[src/rtl/mtpt_pkg.sv]
// Package with shared types and constants of the multi-turn encoder position tracker.
`timescale 1ns / 1ps
package mtpt_pkg;

  localparam int ACC_WIDTH_DEF   = 32;
  localparam int REV_W           = 16;
  localparam int SINGLE_W        = 24;
  localparam int POS_W           = 56;
  localparam int PPR_W           = 25;
  localparam int BASE_W          = 41;
  localparam int CFG_DATA_W      = 41;
  localparam int CFG_IDX_W       = 3;
  localparam int WORD_W          = 64;
  localparam int OVERSPEED_LIMIT = 40000;
  localparam int WARMUP_DONE     = 3;
  localparam int SEED_STEP       = 2;

  localparam logic [REV_W-1:0] REV_MAX = 16'h7FFF;
  localparam logic [REV_W-1:0] REV_MIN = 16'h8000;

  localparam logic [PPR_W-1:0]  PPR_RESET  = 25'd1048576;
  localparam logic [BASE_W-1:0] BASE_RESET = 41'd1048576;

  typedef enum logic [CFG_IDX_W-1:0] {
    CFG_TRACK_MODE   = 3'd0,
    CFG_MODULO_OFF   = 3'd1,
    CFG_CHECK_ENABLE = 3'd2,
    CFG_MULTI_TURN   = 3'd3,
    CFG_PULSES       = 3'd4,
    CFG_MODULO_BASE  = 3'd5,
    CFG_START_TURN   = 3'd6
  } cfg_idx_e;

  typedef struct packed {
    logic signed [REV_W-1:0] rev_count;
    logic [SINGLE_W-1:0]     single_turn;
  } in_item_t;

  typedef struct packed {
    logic signed [POS_W-1:0] position;
    logic                    position_valid;
    logic signed [REV_W-1:0] turn_count;
    logic                    turn_wrapped;
    logic                    overspeed_alarm;
  } out_item_t;

endpackage

[src/rtl/mtpt_if.sv]
// Valid/ready channel interfaces for the input samples and the result items.
`timescale 1ns / 1ps
interface mtpt_in_if;
  logic               valid;
  logic               ready;
  mtpt_pkg::in_item_t data;

  modport source (output valid, output data, input ready);
  modport sink (input valid, input data, output ready);
endinterface

interface mtpt_out_if;
  logic                valid;
  logic                ready;
  mtpt_pkg::out_item_t data;

  modport source (output valid, output data, input ready);
  modport sink (input valid, input data, output ready);
endinterface

[src/rtl/multiturn_encoder_position_tracker.sv]
// Top level of the multi-turn encoder position tracker with overspeed check.
//
// One encoder sample (revolution count and single-turn value) is taken on in_i
// per transfer and exactly one result item leaves on out_o for each sample.
// The user must write registers through cfg_we_i/cfg_idx_i/cfg_data_i only
// while the block is idle; the block itself does not enforce this. Writing the
// start turn count also loads the turn overflow count.
// Warm-up samples, samples in overspeed checking mode and tracking samples all
// get their state update in the cycle of the input transfer. A tracking sample
// that yields a position then runs a shift-add multiply over the 25 multiplier
// bits (one multiplier bit a cycle), and when modulo reduction is on and the
// base is nonzero a sign fix step, a restoring remainder over the 64 dividend
// bits (one dividend bit a cycle) and a second sign fix step. These steps all
// go through the single shared 64-bit adder/subtractor. in_i.ready is high
// only while the sequencer is idle.
//
// The result sits in an output register, so the sequencer can return to idle
// and take the next sample while the receiver stalls; it waits before loading
// a new result only if the previous one has not been taken. Reset clears the
// tracking state, the sequencer and the output valid, and restores the
// register defaults.
`timescale 1ns / 1ps
module multiturn_encoder_position_tracker #(
  parameter int ACC_WIDTH = mtpt_pkg::ACC_WIDTH_DEF
) (
  input  logic                            clk_i,
  input  logic                            rst_ni,
  input  logic                            cfg_we_i,
  input  logic [mtpt_pkg::CFG_IDX_W-1:0]  cfg_idx_i,
  input  logic [mtpt_pkg::CFG_DATA_W-1:0] cfg_data_i,
  mtpt_in_if.sink                         in_i,
  mtpt_out_if.source                      out_o
);

  localparam int REV_W    = mtpt_pkg::REV_W;
  localparam int WORD_W   = mtpt_pkg::WORD_W;
  localparam int PPR_W    = mtpt_pkg::PPR_W;
  localparam int BASE_W   = mtpt_pkg::BASE_W;
  localparam int POS_W    = mtpt_pkg::POS_W;
  localparam int PIDX_W   = $clog2(PPR_W);
  localparam int CNT_W    = $clog2(WORD_W);

  typedef enum logic [5:0] {
    S_IDLE = 6'b000001,
    S_MUL  = 6'b000010,
    S_NEG1 = 6'b000100,
    S_DIV  = 6'b001000,
    S_NEG2 = 6'b010000,
    S_OUT  = 6'b100000
  } state_e;

  // Configuration registers.
  logic              track_mode_q, modulo_off_q, check_en_q, multi_turn_q;
  logic [PPR_W-1:0]  ppr_q;
  logic [BASE_W-1:0] base_q;

  // Tracking and checking state.
  logic [1:0]                  trk_warm_q, trk_warm_d;
  logic [REV_W-1:0]            trk_last_q, trk_last_d;
  logic signed [ACC_WIDTH-1:0] acc_q, acc_d;
  logic [REV_W-1:0]            ovf_q, ovf_d;
  logic [1:0]                  chk_warm_q, chk_warm_d;
  logic [REV_W-1:0]            chk_last_q, chk_last_d;
  logic                        pos_valid_d, wrapped_d, alarm_d;

  // Sequencer and datapath.
  state_e              state_q, state_d;
  logic [CNT_W-1:0]    cnt_q, cnt_d;
  logic [WORD_W-1:0]   prod_q, prod_d;
  logic [WORD_W-1:0]   mcand_q, mcand_d;
  logic [BASE_W-1:0]   rem_q, rem_d;
  logic                neg_q, neg_d;
  logic                pos_valid_q, wrapped_q, alarm_q;

  logic                out_valid_q, out_valid_d;
  mtpt_pkg::out_item_t out_data_q, out_data_d;

  // Shared adder/subtractor; on subtract the carry out means a >= b.
  logic [WORD_W-1:0] opa, opb;
  logic              op_sub;
  logic [WORD_W:0]   sum;
  logic [BASE_W:0]   rem_shift;

  logic in_fire;
  logic signed [REV_W:0] chk_diff;
  logic [REV_W-1:0]      rev;
  logic [REV_W-1:0]      rev_step;

  assign in_i.ready  = (state_q == S_IDLE);
  assign in_fire     = in_i.valid && in_i.ready;
  assign out_o.valid = out_valid_q;
  assign out_o.data  = out_data_q;

  assign rev       = in_i.data.rev_count;
  assign rev_step  = rev - trk_last_q;
  assign chk_diff  = (REV_W+1)'(signed'(rev)) - (REV_W+1)'(signed'(chk_last_q));
  assign rem_shift = {rem_q, prod_q[WORD_W-1]};

  always_comb begin
    opa    = prod_q;
    opb    = '0;
    op_sub = 1'b0;
    case (state_q)
      S_MUL: begin
        opb = ppr_q[cnt_q[PIDX_W-1:0]] ? mcand_q : '0;
      end
      S_NEG1: begin
        opa    = '0;
        opb    = prod_q;
        op_sub = 1'b1;
      end
      S_DIV: begin
        opa    = WORD_W'(rem_shift);
        opb    = WORD_W'(base_q);
        op_sub = 1'b1;
      end
      S_NEG2: begin
        opa    = '0;
        opb    = WORD_W'(rem_q);
        op_sub = 1'b1;
      end
      default: begin
        opa = prod_q;
      end
    endcase
    sum = {1'b0, opa} + {1'b0, (op_sub ? ~opb : opb)} + (WORD_W+1)'(op_sub);
  end

  // Per-sample state update, done in the cycle of the input transfer.
  always_comb begin
    trk_warm_d  = trk_warm_q;
    trk_last_d  = trk_last_q;
    acc_d       = acc_q;
    ovf_d       = ovf_q;
    chk_warm_d  = chk_warm_q;
    chk_last_d  = chk_last_q;
    pos_valid_d = 1'b0;
    wrapped_d   = 1'b0;
    alarm_d     = 1'b0;

    if (!track_mode_q) begin
      trk_warm_d = '0;
    end else if (trk_warm_q < 2'(mtpt_pkg::WARMUP_DONE)) begin
      trk_warm_d = trk_warm_q + 2'd1;
      trk_last_d = rev;
      // The second warm-up sample seeds the accumulator from the turn count.
      if (trk_warm_d == 2'(mtpt_pkg::SEED_STEP)) begin
        acc_d = (ACC_WIDTH'(signed'(ovf_q)) <<< REV_W) + ACC_WIDTH'(signed'(rev));
      end
    end else begin
      if (rev == mtpt_pkg::REV_MIN && trk_last_q == mtpt_pkg::REV_MAX) begin
        ovf_d     = ovf_q + 16'd1;
        wrapped_d = 1'b1;
      end
      if (rev == mtpt_pkg::REV_MAX && trk_last_q == mtpt_pkg::REV_MIN) begin
        ovf_d     = ovf_q - 16'd1;
        wrapped_d = 1'b1;
      end
      acc_d       = acc_q + ACC_WIDTH'(signed'(rev_step));
      trk_last_d  = rev;
      pos_valid_d = 1'b1;
    end

    if (check_en_q && !track_mode_q) begin
      if (chk_warm_q < 2'(mtpt_pkg::WARMUP_DONE)) begin
        chk_last_d = rev;
        chk_warm_d = chk_warm_q + 2'd1;
      end else if (multi_turn_q) begin
        if (chk_diff > $signed((REV_W+1)'(mtpt_pkg::OVERSPEED_LIMIT)) ||
            chk_diff < -$signed((REV_W+1)'(mtpt_pkg::OVERSPEED_LIMIT))) begin
          alarm_d = 1'b1;
        end
        chk_last_d = rev;
      end
    end
  end

  // Sequencer.
  always_comb begin
    state_d     = state_q;
    cnt_d       = cnt_q;
    prod_d      = prod_q;
    mcand_d     = mcand_q;
    rem_d       = rem_q;
    neg_d       = neg_q;
    out_valid_d = out_valid_q && !out_o.ready;
    out_data_d  = out_data_q;

    case (state_q)
      S_IDLE: begin
        if (in_fire) begin
          cnt_d   = '0;
          prod_d  = WORD_W'(in_i.data.single_turn);
          mcand_d = WORD_W'(acc_d);
          state_d = pos_valid_d ? S_MUL : S_OUT;
        end
      end
      S_MUL: begin
        prod_d  = sum[WORD_W-1:0];
        mcand_d = mcand_q << 1;
        cnt_d   = cnt_q + CNT_W'(1);
        if (cnt_q == CNT_W'(PPR_W - 1)) begin
          cnt_d   = '0;
          state_d = (modulo_off_q || base_q == '0) ? S_OUT : S_NEG1;
        end
      end
      S_NEG1: begin
        // Remainder is taken on the magnitude; its sign follows the dividend.
        neg_d   = prod_q[WORD_W-1];
        prod_d  = prod_q[WORD_W-1] ? sum[WORD_W-1:0] : prod_q;
        rem_d   = '0;
        state_d = S_DIV;
      end
      S_DIV: begin
        rem_d  = sum[WORD_W] ? sum[BASE_W-1:0] : rem_shift[BASE_W-1:0];
        prod_d = prod_q << 1;
        cnt_d  = cnt_q + CNT_W'(1);
        if (cnt_q == CNT_W'(WORD_W - 1)) begin
          state_d = S_NEG2;
        end
      end
      S_NEG2: begin
        prod_d  = neg_q ? sum[WORD_W-1:0] : WORD_W'(rem_q);
        state_d = S_OUT;
      end
      S_OUT: begin
        if (!out_valid_q || out_o.ready) begin
          out_valid_d                = 1'b1;
          out_data_d.position        = pos_valid_q ? prod_q[POS_W-1:0] : '0;
          out_data_d.position_valid  = pos_valid_q;
          out_data_d.turn_count      = ovf_q;
          out_data_d.turn_wrapped    = wrapped_q;
          out_data_d.overspeed_alarm = alarm_q;
          state_d                    = S_IDLE;
        end
      end
      default: begin
        state_d = S_IDLE;
      end
    endcase
  end

  always_ff @(posedge clk_i or negedge rst_ni) begin
    if (!rst_ni) begin
      track_mode_q <= 1'b0;
      modulo_off_q <= 1'b0;
      check_en_q   <= 1'b0;
      multi_turn_q <= 1'b0;
      ppr_q        <= mtpt_pkg::PPR_RESET;
      base_q       <= mtpt_pkg::BASE_RESET;
      trk_warm_q   <= '0;
      trk_last_q   <= '0;
      acc_q        <= '0;
      ovf_q        <= '0;
      chk_warm_q   <= '0;
      chk_last_q   <= '0;
      pos_valid_q  <= 1'b0;
      wrapped_q    <= 1'b0;
      alarm_q      <= 1'b0;
      state_q      <= S_IDLE;
      cnt_q        <= '0;
      out_valid_q  <= 1'b0;
    end else begin
      state_q     <= state_d;
      cnt_q       <= cnt_d;
      out_valid_q <= out_valid_d;
      if (in_fire) begin
        trk_warm_q  <= trk_warm_d;
        trk_last_q  <= trk_last_d;
        acc_q       <= acc_d;
        ovf_q       <= ovf_d;
        chk_warm_q  <= chk_warm_d;
        chk_last_q  <= chk_last_d;
        pos_valid_q <= pos_valid_d;
        wrapped_q   <= wrapped_d;
        alarm_q     <= alarm_d;
      end
      if (cfg_we_i) begin
        case (cfg_idx_i)
          mtpt_pkg::CFG_TRACK_MODE:   track_mode_q <= cfg_data_i[0];
          mtpt_pkg::CFG_MODULO_OFF:   modulo_off_q <= cfg_data_i[0];
          mtpt_pkg::CFG_CHECK_ENABLE: check_en_q   <= cfg_data_i[0];
          mtpt_pkg::CFG_MULTI_TURN:   multi_turn_q <= cfg_data_i[0];
          mtpt_pkg::CFG_PULSES:       ppr_q        <= cfg_data_i[PPR_W-1:0];
          mtpt_pkg::CFG_MODULO_BASE:  base_q       <= cfg_data_i[BASE_W-1:0];
          mtpt_pkg::CFG_START_TURN:   ovf_q        <= cfg_data_i[REV_W-1:0];
          default: begin
          end
        endcase
      end
    end
  end

  // Datapath registers carry no reset.
  always_ff @(posedge clk_i) begin
    prod_q     <= prod_d;
    mcand_q    <= mcand_d;
    rem_q      <= rem_d;
    neg_q      <= neg_d;
    out_data_q <= out_data_d;
  end

endmodule
[src/flat_wrapper.sv]
// flat-port wrapper written by rule: the top's interface ports become plain ports
module multiturn_encoder_position_tracker_flat 
#(
  parameter int ACC_WIDTH = mtpt_pkg::ACC_WIDTH_DEF
)
  (clk_i, rst_ni, cfg_we_i, cfg_idx_i, cfg_data_i, in_i_valid, in_i_data, in_i_ready, out_o_valid, out_o_data, out_o_ready);
  mtpt_in_if in_i_i ();
  mtpt_out_if out_o_i ();
  input  logic clk_i;
  input  logic rst_ni;
  input  logic cfg_we_i;
  input  logic [mtpt_pkg::CFG_IDX_W-1:0] cfg_idx_i;
  input  logic [mtpt_pkg::CFG_DATA_W-1:0] cfg_data_i;
  input wire logic [$bits(in_i_i.valid)-1:0] in_i_valid;
  input wire logic [$bits(in_i_i.data)-1:0] in_i_data;
  output wire logic [$bits(in_i_i.ready)-1:0] in_i_ready;
  output wire logic [$bits(out_o_i.valid)-1:0] out_o_valid;
  output wire logic [$bits(out_o_i.data)-1:0] out_o_data;
  input wire logic [$bits(out_o_i.ready)-1:0] out_o_ready;
  assign in_i_i.valid = in_i_valid;
  assign in_i_i.data = in_i_data;
  assign in_i_ready = in_i_i.ready;
  assign out_o_valid = out_o_i.valid;
  assign out_o_data = out_o_i.data;
  assign out_o_i.ready = out_o_ready;
  multiturn_encoder_position_tracker #(.ACC_WIDTH(ACC_WIDTH)) u_core (.clk_i(clk_i), .rst_ni(rst_ni), .cfg_we_i(cfg_we_i), .cfg_idx_i(cfg_idx_i), .cfg_data_i(cfg_data_i), .in_i(in_i_i), .out_o(out_o_i));
endmodule
[config.mk]
export PLATFORM = sky130hd
export DESIGN_NAME = multiturn_encoder_position_tracker_flat
export DESIGN_NICKNAME = d
export VERILOG_FILES = /design/src/rtl/mtpt_pkg.sv /design/src/rtl/mtpt_if.sv /design/src/rtl/multiturn_encoder_position_tracker.sv /design/src/flat_wrapper.sv
export SDC_FILE = /design/constraint.sdc
export NUM_CORES = 1
export LEC_CHECK = 0
export ABC_AREA = 1
export BUFFER_PORTS_ARGS = -buffer_cell sky130_fd_sc_hd__buf_2
export CAP_MARGIN = 20
export CORE_UTILIZATION = 48
export CTS_CLUSTER_SIZE = 8
export DETAILED_ROUTE_END_ITERATION = 6
export PLACE_DENSITY = 0.66
export REMOVE_ABC_BUFFERS = 1
export SLEW_MARGIN = 20
export SYNTH_ARGS = -nofsm -noshare
export SYNTH_HDL_FRONTEND = slang
export SYNTH_SLANG_ARGS = --single-unit
[constraint.sdc]
create_clock -name clk_i -period 14.9 [get_ports clk_i]
set_input_delay 2.98 -clock clk_i [delete_from_list [all_inputs] [get_ports clk_i]]
set_output_delay 2.98 -clock clk_i [all_outputs]
set_load 0.1 [all_outputs]
==> impl_metrics.json <==
{
  "p_clk_share_pct": 20.6,
  "track_usage_pct": 31.3,
  "ys_ff_latch": 415,
  "status": "complete, no violations",
  "wire_per_inst_um": 20.4,
  "drive_gt1_share_pct": 8.52,
  "first_global_vias": 25396,
  "htree_levels": 2,
  "startpoint": "in_i_data[24]",
  "antenna_found_initial": 2,
  "drtPass1Iterations": 6,
  "route.detailed.drc": 0,
  "path_clk_slew_ns": 0.05,
  "gp_congestion": 1.00,
  "totalWireLength_mm": 96.5,
  "cts_resized": 0,
  "rrSetupSlack_ns": 7.69,
  "die_h_um": 248,
  "start_kind": "primary input",
  "fin_area_mm2": 0.0323,
  "cts_buffers": 59,
  "ys_types": 69,
  "dp_slack_ns": 7.08,
  "grt_max_degree": 73,
  "p_seq_share_pct": 29.7,
  "yosysMostFrequentCell": "nand2_1",
  "die_w_um": 248,
  "hold_buffers": 0,
  "cpMaxStageDelayCell": "nand2_2",
  "rsz0062_at_grt": "no",
  "synth_top_area_cell": "edfxtp_1",
  "grt_overflow": 0,
  "relSlewSlack_pct": 20.7,
  "power.density_mw_per_mm2": 193,
  "fin_ws_ns": 7.67,
  "core-area_mm2": 0.0594,
  "internal-power_mw": 3.31,
  "worst_clock_skew_ns": 0.0394,
  "synth_edf_count": 245,
  "fin_crit_sh_pct": 48.5,
  "post_synth.cell_area_avg_um2": 7.63,
  "clock_latency_ns": 0.65,
  "rr_startpoint": "u_core.state_q[0]",
  "via_count": 27232,
  "arrival_ns": 7.56,
  "utilization_pct": 54.4,
  "worstRegToRegCells": 22,
  "syn_to_final_growth_pct": 11.3,
  "vias_per_cell": 5.75,
  "worstMarginPinSlew_ns": 1.19,
  "min_from": "u_core.alarm_q",
  "cts.sinks": 415,
  "cap_violations": 0,
  "ys.flop_type": "edfxtp_1",
  "cts_max_path_buffers": 3,
  "combinationalPowerShare_pct": 49.7,
  "fin_setup_tns_ns": 0,
  "layout.nets": 4159,
  "die_area_mm2": 0.0615,
  "start_util_pct": 48.9,
  "yosysSeqAreaShare_pct": 40.0,
  "rows": 89,
  "path_class": "in -> reg",
  "period_needed_ns": 7.23,
  "hpwl_mm": 70.4,
  "io_pins": 166,
  "cp_max_fo": 33,
  "postPlaceCellArea_mm2": 0.0306,
  "leakage_nw": 15.0,
  "postCtsSetupRepairBufs": 0,
  "timing.rr.end": "u_core.rem_q[4]",
  "async_flop_share_pct": 41.0,
  "cts_root_buf": "clkbuf_16",
  "worst_ep_required_time_ns": 15.24,
  "worstHoldEndpoint": "u_core.out_o.data[0]",
  "io_buffers": 165,
  "fmax_ghz": 0.138,
  "cpPeakStageDelay_ns": 0.52,
  "netSwitchingPower_mw": 2.92,
  "final-hold-violation-count": 0,
  "final_antenna_net_count": 0,
  "yosys_warnings": 0,
  "cts_tree": "built",
  "cpMostUsedCell": "nand2_1",
  "worstHoldPathCells": 0,
  "worst_setup_path_end_kind": "flip-flop",
  "setup_violations": 0,
  "swShare_pct": 46.9,
  "vdd_drop_max_mv": 0.124,
  "synthCells": 3804,
  "drt_iter0_drc": 2775,
  "netlist_top_cells_count": "nand2_1, inv_1, o21ai_0",
  "synth_top_area_share_pct": 25.3,
  "min_path_type": "reg -> reg",
  "diodes": 0,
  "synth_area_mm2": 0.0290,
  "synthTopCellsByArea": "edfxtp_1, dfrtp_1, nand2_1, inv_1, o21ai_0",
  "finalMaxSlewViolations": 0,
  "grt_pass1_wl_mm": 148
}
## layout make-up
cell class	instances	area [um^2]
Inverter	563	2120
Tap cell	773	967
Clock buffer	104	1680
Multi-Input combinational cell	2679	14800
Sequential cell	415	11600
Fill cell	5703	27000
Clock inverter	5	67.6
Timing Repair Buffer	200	1100
## flip-flops by register name (all words and copies together) (netlist names), 2 cells and up
name,cells
u_core.ppr_q,25
u_core.prod_q,64
u_core.cnt_q,6
u_core.base_q,41
u_core.state_q,6
u_core.chk_warm_q,2
u_core.ovf_q,16
u_core.acc_q,32
u_core.chk_last_q,16
u_core.out_o.data,75
u_core.trk_warm_q,2
u_core.rem_q,41
u_core.trk_last_q,16
u_core.mcand_q,64
## layout by cell type (no fill, tap or decap), types with 6 or more instances in the layout
cell type / netlist / routed
a21o_1: 14 / 14
buf_4: 3 / 35
or2_2: 7 / 7
nand3b_1: 6 / 6
o21bai_1: 14 / 14
nand3_1: 182 / 182
o2111ai_1: 15 / 15
nand4_1: 30 / 30
dfrtp_1: 167 / 166
inv_1: 550 / 549
o21ai_0: 394 / 393
a21oi_1: 280 / 280
o21a_1: 36 / 36
inv_2: 10 / 10
o211ai_1: 42 / 42
edfxtp_1: 245 / 245
ha_1: 147 / 147
mux2_2: 15 / 15
xor2_1: 60 / 60
a211oi_1: 9 / 9
clkbuf_16: 0 / 60
clkbuf_1: 104 / 43
o22ai_1: 59 / 59
o221ai_1: 12 / 12
a22oi_1: 32 / 31
a31oi_1: 23 / 23
nor3_1: 36 / 36
nand2_1: 785 / 782
o31ai_1: 10 / 10
a221oi_1: 38 / 38
nor2_1: 302 / 299
xnor2_1: 38 / 38
nand2_2: 8 / 11
buf_2: 13 / 164
nor4_1: 31 / 31
## worst max path at each step
stage | endpoint | slack, ns
2_1_floorplan | u_core.prod_q[0] | 7.43
3_3_place_gp | u_core.mcand_q[38] | 7.20
3_5_place_dp | u_core.mcand_q[44] | 7.08
4_1_cts | u_core.mcand_q[45] | 7.76
5_1_grt | u_core.mcand_q[48] | 7.19
6_report | u_core.mcand_q[33] | 7.67
## worst max-delay path: cells and delay by family
kind,cells,cell delay [ns]
buf+inv,5,0.53
simple gates,15,1.94
xor+xnor,1,0.10
fa+ha+maj,3,0.91
compound gates,8,1.10
## stage by stage
stage                     instances  total power, mW  hold WS [ns]
after CTS                      4739             6.22         0.445
after detailed placement       4630             4.92         0.432
final                          4739             6.23         0.446
after global placement         4630             4.90         0.431
after global routing           4739             6.68         0.464
after floorplan                3657             4.10         0.425
## kinds of logic after synthesis
group	Yosys count	share of synthesized area [%]
simple gates	1403	20.1
compound gates	1010	20.3
buf+inv	710	9.28
flops	415	40.0
fa+ha+maj	152	6.68
xor+xnor	99	3.01
mux	15	0.582
## power groups by stage
stage / Sequential [mW] / Clock, mW / Combinational [mW]
finish: 1.85 / 1.28 / 3.09
floorplan: 2.13 / 0 / 1.96
global placement: 1.86 / 0 / 3.04
detailed placement: 1.86 / 0 / 3.06
global route: 1.88 / 1.35 / 3.44
CTS: 1.84 / 1.30 / 3.07
## layer usage
layer	vias up	global-route usage, %	share of wire, %	routed length [um]
met5	-	0	0.029	28
met4	2	10.4	3.3	3170
met3	191	5.03	8.3	8030
met2	1137	47.4	43	41800
met1	12679	45.2	45	43500
li1	13223	-	-	-
Power figures use the tool's default switching activity.
